## src/design/tasmg_pkg.sv

```systemverilog
`timescale 1ns / 1ps

package tasmg_pkg;

  localparam int FRAC_BITS   = 8;
  localparam int COUNT_WIDTH = 16;
  localparam int TARGET_W    = 16;
  localparam int POS_W       = TARGET_W + FRAC_BITS;
  localparam int REG_W       = 16;
  localparam int CNT_W       = $clog2(POS_W);
  localparam int SUM_W       = POS_W + COUNT_WIDTH + REG_W;

  localparam logic [REG_W-1:0] STEP_DIST_RESET    = REG_W'(461);
  localparam logic [REG_W-1:0] PULSE_HIGH_RESET   = REG_W'(160);
  localparam logic [REG_W-1:0] PULSE_PERIOD_RESET = REG_W'(6400);

  localparam logic [1:0] REG_STEP_DIST    = 2'd0;
  localparam logic [1:0] REG_PULSE_HIGH   = 2'd1;
  localparam logic [1:0] REG_PULSE_PERIOD = 2'd2;

  localparam logic FUNC_TICK = 1'b0;
  localparam logic FUNC_MOVE = 1'b1;

  typedef enum logic [1:0] {
    ST_IDLE,
    ST_DIVIDE,
    ST_FINISH
  } state_t;

  typedef struct packed {
    logic instant;
    logic move_start;
    logic div_step;
    logic finish;
  } cmd_t;

  typedef struct packed {
    logic busy;
    logic out_free;
    logic div_last;
  } status_t;

endpackage

```

## src/design/tasmg_ctrl.sv

```systemverilog
`timescale 1ns / 1ps

module tasmg_ctrl import tasmg_pkg::*; (
  input  logic    clk,
  input  logic    rst,
  input  logic    in_valid,
  input  logic    func,
  input  status_t status,
  output logic    in_ready,
  output cmd_t    cmd
);

  state_t state;
  state_t state_next;
  logic   accept;

  assign accept = in_valid && in_ready;

  always_ff @(posedge clk) begin
    if (rst) begin
      state <= ST_IDLE;
    end else begin
      state <= state_next;
    end
  end

  always_comb begin
    state_next = state;
    unique case (state)
      ST_IDLE: begin
        if (accept && func == FUNC_MOVE && !status.busy) begin
          state_next = ST_DIVIDE;
        end
      end
      ST_DIVIDE: begin
        if (status.div_last) begin
          state_next = ST_FINISH;
        end
      end
      ST_FINISH: begin
        if (status.out_free) begin
          state_next = ST_IDLE;
        end
      end
      default: state_next = ST_IDLE;
    endcase
  end

  always_comb begin
    in_ready       = 1'b0;
    cmd.instant    = 1'b0;
    cmd.move_start = 1'b0;
    cmd.div_step   = 1'b0;
    cmd.finish     = 1'b0;
    unique case (state)
      ST_IDLE: begin
        in_ready       = status.out_free;
        cmd.move_start = accept && func == FUNC_MOVE && !status.busy;
        cmd.instant    = accept && !(func == FUNC_MOVE && !status.busy);
      end
      ST_DIVIDE: begin
        cmd.div_step = 1'b1;
      end
      ST_FINISH: begin
        cmd.finish = status.out_free;
      end
      default: begin
        in_ready = 1'b0;
      end
    endcase
  end

endmodule

```

## src/design/tasmg_dp.sv

```systemverilog
`timescale 1ns / 1ps

module tasmg_dp import tasmg_pkg::*; (
  input  logic                   clk,
  input  logic                   rst,
  input  logic                   cfg_we,
  input  logic [1:0]             cfg_index,
  input  logic [REG_W-1:0]       cfg_data,
  input  logic                   func,
  input  logic                   axis,
  input  logic [TARGET_W-1:0]    target,
  input  logic                   out_ready,
  input  cmd_t                   cmd,
  output status_t                status,
  output logic                   out_valid,
  output logic                   step_x,
  output logic                   step_y,
  output logic                   dir_x,
  output logic                   dir_y,
  output logic                   busy_res,
  output logic                   accepted,
  output logic [COUNT_WIDTH-1:0] pulse_count,
  output logic [POS_W-1:0]       new_position
);

  localparam logic [COUNT_WIDTH-1:0] COUNT_MAX = {COUNT_WIDTH{1'b1}};

  logic [REG_W-1:0]       step_dist;
  logic [REG_W-1:0]       pulse_high_ticks;
  logic [REG_W-1:0]       pulse_period_ticks;

  logic [POS_W-1:0]       position_x;
  logic [POS_W-1:0]       position_y;
  logic                   direction_x;
  logic                   direction_y;
  logic [COUNT_WIDTH-1:0] pulses_left;
  logic                   moving_axis;
  logic [REG_W-1:0]       period_count;

  logic                   mv_axis;
  logic                   mv_dir;
  logic [POS_W-1:0]       mv_mag;
  logic [POS_W-1:0]       mv_pos;
  logic [REG_W-1:0]       mv_dist;
  logic [POS_W-1:0]       quo;
  logic [REG_W-1:0]       rem;
  logic [CNT_W-1:0]       cnt;

  logic [REG_W-1:0]       period_eff;
  logic [REG_W-1:0]       period_count_inc;
  logic                   pulse_done;
  logic                   tick_level;
  logic                   tick_active;
  logic [COUNT_WIDTH-1:0] pulses_left_tick;
  logic [REG_W-1:0]       period_count_tick;

  logic [POS_W-1:0]       tq;
  logic [POS_W-1:0]       pos_sel;
  logic                   dir_new;
  logic [POS_W-1:0]       mag_new;

  logic [REG_W:0]         trial;
  logic                   trial_ge;

  logic                   sat;
  logic [COUNT_WIDTH-1:0] pulses_fin;
  logic [SUM_W-1:0]       sat_moved;
  logic [POS_W-1:0]       moved;
  logic [POS_W-1:0]       pos_fin;

  assign period_eff        = (pulse_period_ticks == '0) ? REG_W'(1) : pulse_period_ticks;
  assign period_count_inc  = period_count + REG_W'(1);
  assign pulse_done        = period_count_inc >= period_eff;
  assign tick_active       = func == FUNC_TICK && pulses_left != '0;
  assign tick_level        = tick_active && (period_count < pulse_high_ticks);
  assign pulses_left_tick  = pulse_done ? pulses_left - COUNT_WIDTH'(1) : pulses_left;
  assign period_count_tick = pulse_done ? '0 : period_count_inc;

  assign tq      = {target, {FRAC_BITS{1'b0}}};
  assign pos_sel = axis ? position_y : position_x;
  assign dir_new = !(tq > pos_sel);
  assign mag_new = dir_new ? pos_sel - tq : tq - pos_sel;

  assign trial    = {rem, quo[POS_W-1]};
  assign trial_ge = trial >= {1'b0, mv_dist};

  assign sat        = SUM_W'(quo) > SUM_W'(COUNT_MAX);
  assign pulses_fin = sat ? COUNT_MAX : COUNT_WIDTH'(quo);
  assign sat_moved  = (SUM_W'(mv_dist) << COUNT_WIDTH) - SUM_W'(mv_dist);
  assign moved      = sat ? POS_W'(sat_moved) : mv_mag - POS_W'(rem);
  assign pos_fin    = mv_dir ? mv_pos - moved : mv_pos + moved;

  assign status.busy     = pulses_left != '0;
  assign status.out_free = !out_valid || out_ready;
  assign status.div_last = cnt == CNT_W'(POS_W - 1);

  always_ff @(posedge clk) begin
    if (rst) begin
      step_dist          <= STEP_DIST_RESET;
      pulse_high_ticks   <= PULSE_HIGH_RESET;
      pulse_period_ticks <= PULSE_PERIOD_RESET;
    end else if (cfg_we) begin
      unique case (cfg_index)
        REG_STEP_DIST:    step_dist          <= cfg_data;
        REG_PULSE_HIGH:   pulse_high_ticks   <= cfg_data;
        REG_PULSE_PERIOD: pulse_period_ticks <= cfg_data;
        default:          step_dist          <= step_dist;
      endcase
    end
  end

  always_ff @(posedge clk) begin
    if (rst) begin
      position_x   <= '0;
      position_y   <= '0;
      direction_x  <= 1'b0;
      direction_y  <= 1'b0;
      pulses_left  <= '0;
      moving_axis  <= 1'b0;
      period_count <= '0;
      out_valid    <= 1'b0;
    end else begin
      if (cmd.instant && tick_active) begin
        pulses_left  <= pulses_left_tick;
        period_count <= period_count_tick;
      end
      if (cmd.finish) begin
        if (mv_axis) begin
          position_y  <= pos_fin;
          direction_y <= mv_dir;
        end else begin
          position_x  <= pos_fin;
          direction_x <= mv_dir;
        end
        moving_axis  <= mv_axis;
        pulses_left  <= pulses_fin;
        period_count <= '0;
      end
      if (cmd.instant || cmd.finish) begin
        out_valid <= 1'b1;
      end else if (out_ready) begin
        out_valid <= 1'b0;
      end
    end
  end

  always_ff @(posedge clk) begin
    if (cmd.move_start) begin
      mv_axis <= axis;
      mv_dir  <= dir_new;
      mv_mag  <= mag_new;
      mv_pos  <= pos_sel;
      mv_dist <= (step_dist == '0) ? REG_W'(1) : step_dist;
      quo     <= mag_new;
      rem     <= '0;
      cnt     <= '0;
    end else if (cmd.div_step) begin
      rem <= trial_ge ? REG_W'(trial - {1'b0, mv_dist}) : REG_W'(trial);
      quo <= {quo[POS_W-2:0], trial_ge};
      cnt <= cnt + CNT_W'(1);
    end
  end

  always_ff @(posedge clk) begin
    if (cmd.instant) begin
      step_x       <= tick_level && !moving_axis;
      step_y       <= tick_level && moving_axis;
      dir_x        <= direction_x;
      dir_y        <= direction_y;
      busy_res     <= tick_active ? (pulses_left_tick != '0) : (pulses_left != '0);
      accepted     <= 1'b0;
      pulse_count  <= '0;
      new_position <= '0;
    end else if (cmd.finish) begin
      step_x       <= 1'b0;
      step_y       <= 1'b0;
      dir_x        <= mv_axis ? direction_x : mv_dir;
      dir_y        <= mv_axis ? mv_dir : direction_y;
      busy_res     <= pulses_fin != '0;
      accepted     <= 1'b1;
      pulse_count  <= pulses_fin;
      new_position <= pos_fin;
    end
  end

endmodule

```

## src/design/two_axis_stepper_move_generator.sv

```systemverilog
`timescale 1ns / 1ps
// Channel   Handshake              Payload
// in        in_valid / in_ready    func, axis, target
// out       out_valid / out_ready  step_x, step_y, dir_x, dir_y, busy_res, accepted,
//                                  pulse_count, new_position
// cfg       cfg_we                 cfg_index, cfg_data
//
// A tick or a refused move has its result registered in the cycle after the transfer.
// An accepted move is loaded, then divided by the bit-serial divider over all 24 quotient bits, then finished.
// Reset clears positions, directions, pulse state and loads the register defaults.
// A result waiting on out_ready holds the block; input is taken again once the result can move.

module two_axis_stepper_move_generator import tasmg_pkg::*; (
  input  logic                   clk,
  input  logic                   rst,
  input  logic                   cfg_we,
  input  logic [1:0]             cfg_index,
  input  logic [REG_W-1:0]       cfg_data,
  input  logic                   in_valid,
  output logic                   in_ready,
  input  logic                   func,
  input  logic                   axis,
  input  logic [TARGET_W-1:0]    target,
  output logic                   out_valid,
  input  logic                   out_ready,
  output logic                   step_x,
  output logic                   step_y,
  output logic                   dir_x,
  output logic                   dir_y,
  output logic                   busy_res,
  output logic                   accepted,
  output logic [COUNT_WIDTH-1:0] pulse_count,
  output logic [POS_W-1:0]       new_position
);

  cmd_t    cmd;
  status_t status;

  tasmg_ctrl u_ctrl (
    .clk      (clk),
    .rst      (rst),
    .in_valid (in_valid),
    .func     (func),
    .status   (status),
    .in_ready (in_ready),
    .cmd      (cmd)
  );

  tasmg_dp u_dp (
    .clk          (clk),
    .rst          (rst),
    .cfg_we       (cfg_we),
    .cfg_index    (cfg_index),
    .cfg_data     (cfg_data),
    .func         (func),
    .axis         (axis),
    .target       (target),
    .out_ready    (out_ready),
    .cmd          (cmd),
    .status       (status),
    .out_valid    (out_valid),
    .step_x       (step_x),
    .step_y       (step_y),
    .dir_x        (dir_x),
    .dir_y        (dir_y),
    .busy_res     (busy_res),
    .accepted     (accepted),
    .pulse_count  (pulse_count),
    .new_position (new_position)
  );

endmodule

```

## config.mk

```make
export PLATFORM = sky130hd
export DESIGN_NAME = two_axis_stepper_move_generator
export DESIGN_NICKNAME = d
export VERILOG_FILES = /design/src/design/tasmg_pkg.sv /design/src/design/tasmg_ctrl.sv /design/src/design/tasmg_dp.sv /design/src/design/two_axis_stepper_move_generator.sv
export SDC_FILE = /design/constraint.sdc
export NUM_CORES = 1
export LEC_CHECK = 0
export BUFFER_PORTS_ARGS = -buffer_cell sky130_fd_sc_hd__buf_2
export CAP_MARGIN = 20
export CORE_UTILIZATION = 65
export CTS_CLUSTER_DIAMETER = 60
export DETAILED_ROUTE_END_ITERATION = 16
export PLACE_DENSITY_LB_ADDON = 0.05
export SLEW_MARGIN = 15
export SYNTH_ARGS = -nofsm -noshare
export SYNTH_HDL_FRONTEND = slang
export SYNTH_SLANG_ARGS = --single-unit
```

## constraint.sdc

```tcl
create_clock -name clk -period 13.6 [get_ports clk]
set_clock_uncertainty 0.05 [all_clocks]
set_input_delay 2.04 -clock clk [delete_from_list [all_inputs] [get_ports clk]]
set_output_delay 2.04 -clock clk [all_outputs]
set_load 0.01 [all_outputs]
```

* Word-level counts from Yosys, hierarchy flattened
Index checks and enable logic that the tools add are counted.
Widths: inputs -> output; s select.
** Word-level totals
- Output and inout port bits :: 48
- Register bits :: 291
- Word-level logic and storage cells :: 123
- Input port bits :: 41
** Cells by class
- Bitwise operators :: 2
- Order comparisons :: 5
- Multiplexer cells :: 35
- Equal/unequal tests :: 8
- Reductions and logical operators :: 35
- $add $sub $neg :: 10
** Operator list (count)
- $mux 24 :: 6
- $mux 16 :: 7
- $sub 24x24->24 :: 3
- $reduce_bool 16->1 :: 3
- $sub 24x16->24 :: 2
- $logic_not 16->1 :: 2
- $add 24x24->24 :: 1
- $gt 24x16->1 const B :: 1
- $gt 24x24->1 :: 1
- $ge 17x16->1 :: 1
- $mux 1 :: 17
- $add 16x1->16 const B :: 1
- $ge 16x16->1 :: 1
- $lt 16x16->1 :: 1
- $sub 16x1->16 const B :: 1
- $sub 16x16->16 :: 1
- $logic_and 1x1->1 :: 10
- $reduce_and 2->1 :: 5
- $mux 2 :: 4
- $reduce_bool 2->1 :: 4
- $pmux 2 s3 :: 1
- $add 5x1->5 const B :: 1
- $eq 5x5->1 const B :: 1
- $logic_not 1->1 :: 5
- other kinds (9) :: 15

* Depth between registers and ports, before layout
Gate-level depths: netlist (run 1).
- Word-level depth :: 10
- Mapped depth :: 27

* Modules after synthesis
From an unflattened synthesis (run 1), not the netlist that was laid out.
** Second synthesis, totals
- Cell total of the unflattened synthesis :: 2111
- Area, all modules :: 18201.2 µm²
** By module, submodules not included
- tasmg_dp :: cells an instance 2095, area each 18048.6 µm², times used 1, seq. area each 6706.4 µm²
- tasmg_ctrl :: cells an instance 16, area each 152.6 µm², times used 1, seq. area each 40.0 µm²

* Least setup slack after synthesis (run 1)
OpenSTA, ideal clock, no wires.
- Kind :: input-to-reg
- Start point :: input port axis
- End point :: register u_dp.quo[22] (data pin)
- Arrival time :: 6.516 ns
- Required time :: 13.287 ns
- Stages :: 21
- Setup time :: 0.263 ns
- Slack :: 6.771 ns
- Buffers on the path :: 5
- Cells stage by stage :: buf_2 > buf_2 > buf_1 > buf_1 > mux2i_1 > inv_1 > ha_1 > buf_6 > a21oi_2 > o21ai_1 > a2111oi_2 > o21ai_1 > a211oi_2 > a21oi_2 > inv_2 > mux2_1 > a21boi_1 > o311a_1 > o211ai_2 > mux2i_1 > mux2_2
** Between the ends
- Longest elaborated chain between the ends :: 4
- Elaborated cells on any way between the ends :: 6
- Those cells by class :: 2 x add/sub; 1 x order compare; 3 x mux
** RTL lines
- start, declared :: RTL line two_axis_stepper_move_generator.sv:22 : input logic axis,
- $mux 24 * :: RTL line tasmg_dp.sv:80 : assign pos_sel = axis ? position_y : position_x;
- net u_dp.pos_sel[13] :: RTL line tasmg_dp.sv:58 : logic [POS_W-1:0] pos_sel;
- $sub 24x24->24 / $gt 24x24->1 (equally long branches) :: RTL line tasmg_dp.sv:82, tasmg_dp.sv:81
- $mux 24 * :: RTL line tasmg_dp.sv:82 : assign mag_new = dir_new ? pos_sel - tq : tq - pos_sel;
- net u_dp.mag_new[22] :: RTL line tasmg_dp.sv:60 : logic [POS_W-1:0] mag_new;
- $mux 24 * :: RTL line tasmg_dp.sv:148 : if (cmd.move_start) begin
- end signal, assigned :: RTL line tasmg_dp.sv:154 : quo <= mag_new;
- end signal, assigned :: RTL line tasmg_dp.sv:159 : quo <= {quo[POS_W-2:0], trial_ge};
- end, declared :: RTL line tasmg_dp.sv:45 : logic [POS_W-1:0] quo;
The timed path passes the listed nets; every way through them passes the cells marked *.
A chain may end at the register's enable or synchronous reset.

* Worst setup path in the final report (run 1)
Ends and elaborated chain as after synthesis.

==> results of run 1 <==
-- cell usage in the layout (no fill, tap or decap), drive strengths merged, types with 14 or more instances in the layout --
master and count:
a211oi 21, a21o 38, a21oi 183, a22o 25
a31oi 20, and3 22, buf 108, clkbuf 44
dfxtp 196, edfxtp 94, ha 123, inv 143
mux2 23, mux2i 45, nand2 308, nand2b 15
nand3 32, nand3b 18, nand4 15, nor2 168
nor2b 14, nor3 49, nor4 28, o21ai 125
o22ai 23, xnor2 76, xor2 47
-- flip-flops by register name, indices dropped and copies added (netlist names), 2 cells and up --
register                 cells
u_dp.mv_pos                 24
u_dp.cnt                     5
u_dp.pulse_high_ticks       16
u_dp.pulse_count            16
u_dp.period_count           16
u_dp.step_dist              16
u_dp.rem                    16
u_dp.new_position           24
u_dp.pulses_left            16
u_dp.mv_mag                 23
u_dp.quo                    24
u_dp.position_y             24
u_dp.mv_dist                16
u_dp.pulse_period_ticks     16
u_ctrl.state                 2
u_dp.position_x             24
-- area by class of cell --
type	instances	share of cell area [%]
clock inverter	12	0.4039
clock buffer	44	4.730
multi-input combinational	1549	51.70
tap	335	2.183
sequential	290	35.13
inverter	140	2.736
timing repair buffer	108	3.114
-- worst paths after layout --
| check | startpoint | to | slack (ns) | depth (start not counted) |
|---|---|---|---|---|
| worst max-delay path | axis | u_dp.quo[22] | 7.18 | 17 |
| worst min register to register | u_dp.pulse_count[7] | u_dp.pulse_count[7] | 0.39 | 2 |
| worst max register to register | u_dp.mv_pos[0] | u_dp.position_y[23] | 7.24 | 25 |
| worst min-delay path | u_dp.pulse_count[7] | u_dp.pulse_count[7] | 0.39 | 2 |
-- kinds of logic (layout without fill, tap and decap cells) --
| logic type | Yosys count | after routing | share of synthesized area, % |
|---|---|---|---|
| AO/OA/AOI/OAI | 510 | 510 | 17.89 |
| XOR/XNOR | 124 | 124 | 6.259 |
| adder cells (fa/ha/maj) | 127 | 127 | 9.214 |
| buffers and inverters | 244 | 304 | 5.283 |
| flip-flops | 290 | 290 | 38.39 |
| multiplexers | 68 | 68 | 4.037 |
| AND/OR/NAND/NOR | 720 | 720 | 18.93 |
-- power by group --
| part | leakage (nW) | switching [mW] | internal (mW) |
|---|---|---|---|
| clock | 0.491 | 0.350 | 0.466 |
| sequential | 2.46 | 0.128 | 1.08 |
| combinational | 5.33 | 1.06 | 0.552 |
| total | 8.28 | 1.54 | 2.10 |
-- worst min-delay path, cell delays in order, from the launching register on --
cell	delay, ns
dfxtp_1	0.31
nand2_1	0.05
nand2_1	0.04
-- routing by layer --
metal / vias up / GRT usage, %
met5: - / 0
met2: 624 / 55.28
met3: 93 / 5.561
met1: 7374 / 50.16
li1: 7381 / -
met4: 0 / 10.51
-- through the flow --
stage          instances  instance area, um2  hold WS (ns)  setup slack [ns]
6_report            2478               19200        0.3924             7.176
5_1_grt             2478               19200        0.4088             6.755
4_1_cts             2476               19180        0.3946             7.212
3_5_place_dp        2420               18200        0.3796             6.635
3_3_place_gp        2420               18200        0.3780             6.850
2_1_floorplan       2083               17570        0.3744             6.771
==> summary.md, run 1 <==
| Metric | Value |
|---|---|
| Vias per cell | roughly 6.2 |
| Number of nets in the layout | between 2k and 2.5k |
| RSZ-0062 raised after global routing | no |
| Fill cells | 2,011 |
| Slowest-stage cell, CP | buf_2 |
| Met3 wire length | 4089 um |
| Initial antenna violation count | 0 |
| Reg area | between 6000 and 7000 um2 |
| # rows | 59 |
| WL met1 | about 22,000 um |
| Relative slew slack | approximately a quarter |
| Setup violators final | 0 |
| Worst-path cell chain | buf_2 -> mux2i_1 -> inv_1 -> ha_1 -> a21oi_2 -> o21ai_1 -> a2111oi_2 -> o21ai_1 -> a211oi_2 -> a21oi_2 -> buf_4 -> o2111ai_1 -> a21boi_1 -> o311a_1 -> o211ai_2 -> mux2i_1 -> mux2_2 |
| First-pass GRT wire length | 78,110 um |
| Hold Buf Count CTS | 0 |
| Static Leak | 8.284 nW |
| Leading area contributor after synthesis | dfxtp_1 |
| Placeable Area | approximately 26,000 um2 |
| Routability congestion estimate | between 1 and 1.5 |
| CP max stage delay | ~0.7 ns |
| Worst Hold Class | register to register |
| Worst skew pair latency | 0.57 ns |
| Critical path peak fanout | 35 |
| All-Layer GR Usage | 35.24% |
| Die X-Extent | 166.4 um |
| Synth cell count leaders | 308 x nand2_1, 196 x dfxtp_1, 181 x a21oi_1 |
| Setup_tns | 0 ns |
| Vias in the first global route | approximately 15k |
| Worst vdd ir | roughly 0.00013 V |
| Wire per inst | around 20 um |
| Initial Utilization | between 60% and 70% |
| FFs w/ async S/R, synth | 0% |
| H-tree levels | 1 |
| DRT iter0 DRCs | approximately 1.5k |
| Final Power | 3.633 mW |
| Total CTS buffers | 30 |
| Distinct cells, synth | 79 |
| Seq/Total Area, Yosys | between 30% and 40% |
| Diodes inserted | 0 |
| Mapped cell area | around 18,000 um2 |
| Most area-consuming cells after synthesis | dfxtp_1 22%, edfxtp_1 16%, ha_1 8.8% |
| Startpoint types | input port |
| Largest net degree at the start of global routing | about 70 |
| Buf/Inv on CP | 3 |
| Critical Path RT | roughly 14 ns |
| Fin crit share | between 40% and 50% |
| Post-DP HPWL | around 37,000 um |
| Uppermost layer routed | met4 |
| Outcome | complete, but fails checks |
| GRT overflow | 0 |
| Predominant post-synthesis flop cell | dfxtp_1 |
| Top cell type's share of synthesized area | between 20% and 30% |
| WL final | a little under 50,000 um |
| Final hold vios | 0 |
| Top-count cell post-synth | nand2_1 |
| Resized cells post-CTS | 0 |
| Ports | 89 |
| Mean post-synth cell area | 8.436 um2 |
| Power per cell area | around 190 nW/um2 |
| Die ar. | about 28,000 um2 |
| Drt pass-1 iters | 11 |
| Clock slew at reported path FFs | ~0.070 ns |
| Layout Area Growth over Synthesis | 9.292% |
| Worst Max-Slew Pin Slew | between 1 and 1.5 ns |
| Crit path kind | input port to register |
| Cell count after synthesis | about 2.1k |
| Fmax | between 150 and 200 MHz |
| Yosys reg bits | 290 |
| Mapped Nets | 2,251 |
| Violations in the final reports | design-rule violations |
| Max Root-Sink Buffers | 3 |
| # clock sinks | 290 |
| Remaining antenna violation count after routing | 0 |
| CTS root buf | clkbuf_16 |
| CP delay by family, top | compound AO/OA/AOI/OAI gates |
| Number of enable flip-flop cells after synthesis | 94 |
| Multi-input logic area | between 9000 and 10,000 um2 |
| Slew Limit Fails | 0 |
| Met2 wire length | roughly 22,000 um |
| Tmin final | 6.424 ns |
| DRC Markers | 1 |
| Final core occ | 73.08% |
| Yosys warns | 0 |
| Share of cells above drive strength 1 | a little under a tenth |
| Max-cap violations | 0 |
| WP data arrival | between 6 and 7 ns |
| I/O Buffers | around 90 |
| CTS tree | built |
| Via count | 15.47k |
| Die height | approximately 170 um |
| CP endpoint kind | register |
| Postcts setup bufs | 0 |
Power figures use the tool's default switching activity.
==> inputs of run 2 (changes only) <==
Settings changed: CORE_UTILIZATION 65 to 56.
Clock period 13.6 ns to 5.2 ns, I/O delays scaled along.
==> summary.md, run 2 (synthesis gave the netlist of run 1 again) <==
| Metric | Value |
|---|---|
| Power per cell area | 499.6 nW/um2 (+160%) |
| CP max stage delay | 0.37 ns (-0.33 ns) |
| Finished Layout Cells | 2,683 (+8.3%) |
| Outcome | complete, but fails checks |
| Share of cells above drive strength 1 | 17.27% (+7.8 points) |
| Worst Hold Class | register to register |
| Total CTS buffers | 34 (+13%) |
| Diodes inserted | 0 (unchanged) |
| Critical path peak fanout | 4 (-89%) |
| Drt pass-1 iters | 6 (-5) |
| Max-cap violations | 0 (unchanged) |
| Static Leak | 9.079 nW (+9.6%) |
| Vias in the first global route | 14.22k (-2.4%) |
| Remaining antenna violation count after routing | 0 (unchanged) |
| Placeable Area | 30,750 um2 (+17%) |
| Die X-Extent | 179.1 um (+7.6%) |
| Initial Utilization | 57.15% (-9.7 points) |
| DRC Markers | 0 (-1) |
| Final core occ | 67.38% (-5.7 points) |
| Die ar. | 32,090 um2 (+16%) |
| Hold Buf Count CTS | 0 (unchanged) |
| Critical Path RT | 5.58 ns (-8.29 ns) |
| Worst hold start | u_dp.pulse_count[0] |
| Worst vdd ir | 0.0003157 V (+140%) |
| Max Root-Sink Buffers | 3 (unchanged) |
| DP Cell Count | 2,601 (+7.5%) |
| Critical R2R Launch | u_dp.mv_pos[0] |
| Clock slew at reported path FFs | 0.06 ns (about the same) |
| Ports | 89 (unchanged) |
| Wire per inst | 19.36 um (-2.9%) |
| Die height | 179.1 um (+7.6%) |
| Worst skew pair latency | 0.53 ns (-0.04 ns) |
| Largest net degree at the start of global routing | 69 (-2.8%) |
| Pre-CTS WS | -0.4153 ns (-7.050 ns) |
| CP endpoint kind | register |
| # clock sinks | 290 (unchanged) |
| Initial antenna violation count | 0 (unchanged) |
| Post-DP HPWL | 39,810 um (+6.5%) |
| WP data arrival | 5.76 ns (-0.94 ns) |
| Vias per cell | 5.898 (-5.5%) |
| WL final | 51,940 um (+5.1%) |
| Startpoint types | register |
| Number of nets in the layout | 2,429 (+6.2%) |
| Slew Limit Fails | 0 (unchanged) |
| Layout Area Growth over Synthesis | 17.92% |
| CTS root buf | clkbuf_16 |
| H-tree levels | 2 (+1) |
| Fin crit share | 103.4% |
| All-Layer GR Usage | 32.03% (-3.2 points) |
| Most common cell after layout, fill and taps aside | nand2_1 |
| CTS tree | built |
| Crit path kind | register to register |
| Setup violators final | 3 (+3) |
| Relative slew slack | 28.91% (+4.6 points) |
| Slowest-stage cell, CP | edfxtp_1 |
| I/O Buffers | 88 (unchanged) |
| RSZ-0062 raised after global routing | yes |
| Final hold vios | 0 (unchanged) |
| Commonest cells after routing, fill and taps aside | 308 x nand2_1, 195 x dfxtp_1, 173 x a21oi_1 |
| Worst Max-Slew Pin Slew | 1.065 ns (-0.06986 ns) |
| First-pass GRT wire length | 78,470 um (+0.47%) |
| Violations in the final reports | negative setup slack |
| Tmin final | 5.376 ns |
| DRT iter0 DRCs | 1,282 (-14%) |
| GRT overflow | 0 (unchanged) |
| Fmax | roughly 190 MHz |
| Crit. Startpoint | u_dp.mv_pos[0] |
| Via count | 15.82k (+2.3%) |
| Setup ws final | -0.1756 ns (-7.351 ns) |
| # rows | 64 (+8.5%) |
| Routability congestion estimate | 0.9707 (-5.3%) |
[run 2: cell types whose count changed in the layout (fill, tap and decap cells not counted), sizes merged]
cell and delta:
bufinv +1, clkbuf +1, clkinv +3, inv +1, buf +138
[run 2: cell type report]
type / count / area (um2)
Inverter: 140 / 525.5
Fill cell: 2563 / 10030
Multi-Input combinational cell: 1549 / 10190
Sequential cell: 290 / 6748
Clock inverter: 17 / 135.1
Clock buffer: 45 / 933.4
Tap cell: 396 / 495.5
Timing Repair Buffer: 246 / 1690
[run 2: metrics by stage]
stage	power (mW)	cell area (um2)	TNS (ns)	hold slack, ns
2_1_floorplan	5.977	17580	0	0.3744
3_3_place_gp	7.527	19220	-0.7984	0.3782
3_5_place_dp	7.594	19240	-1.231	0.3802
4_1_cts	10.11	20520	-0.1762	0.3955
5_1_grt	10.92	20720	-2.980	0.4136
6_report	10.35	20720	-0.3889	0.3910
[run 2: worst paths after layout]
kind                                       endpoint  slack (ns)  cells past startpoint
worst max-delay path            u_dp.position_y[23]       -0.18                     27
worst min-delay path            u_dp.pulse_count[0]        0.39                      2
worst max register to register  u_dp.position_y[23]       -0.18                     27
worst min register to register  u_dp.pulse_count[0]        0.39                      2
[run 2: where the power goes]
| group | internal (mW) | total (mW) | switching [mW] |
|---|---|---|---|
| registers | 2.82 | 3.12 | 0.302 |
| logic | 2.03 | 4.92 | 2.89 |
| clock network | 1.33 | 2.30 | 0.975 |
[run 2: routing by layer]
metal | vias up | share of wire, % | global-route usage, % | wire, um
li1 | 7667 | - | - | -
met1 | 7504 | 49 | 49.16 | 25270
met2 | 586 | 42 | 45.99 | 21840
met3 | 67 | 7.2 | 4.941 | 3731
met4 | 0 | 2.1 | 8.508 | 1097
met5 | - | 0 | 0 | 0
[run 2: what timing repair did]
action,in CTS,in global routing
gates resized for setup,36,32
setup buffers,11,10
pin swaps,31,42
hold endpoints to repair,0,0
setup endpoints to repair,10,25
[run 2: worst max-delay path: cells and delay by family (launching register included)]
| kind | cells | cell delay [ns] |
|---|---|---|
| flip-flops | 1 | 0.37 |
| AND/OR/NAND/NOR | 6 | 1.03 |
| buffers and inverters | 3 | 0.28 |
| adder cells (fa/ha/maj) | 3 | 0.82 |
| AO/OA/AOI/OAI | 11 | 1.81 |
| XOR/XNOR | 4 | 0.91 |
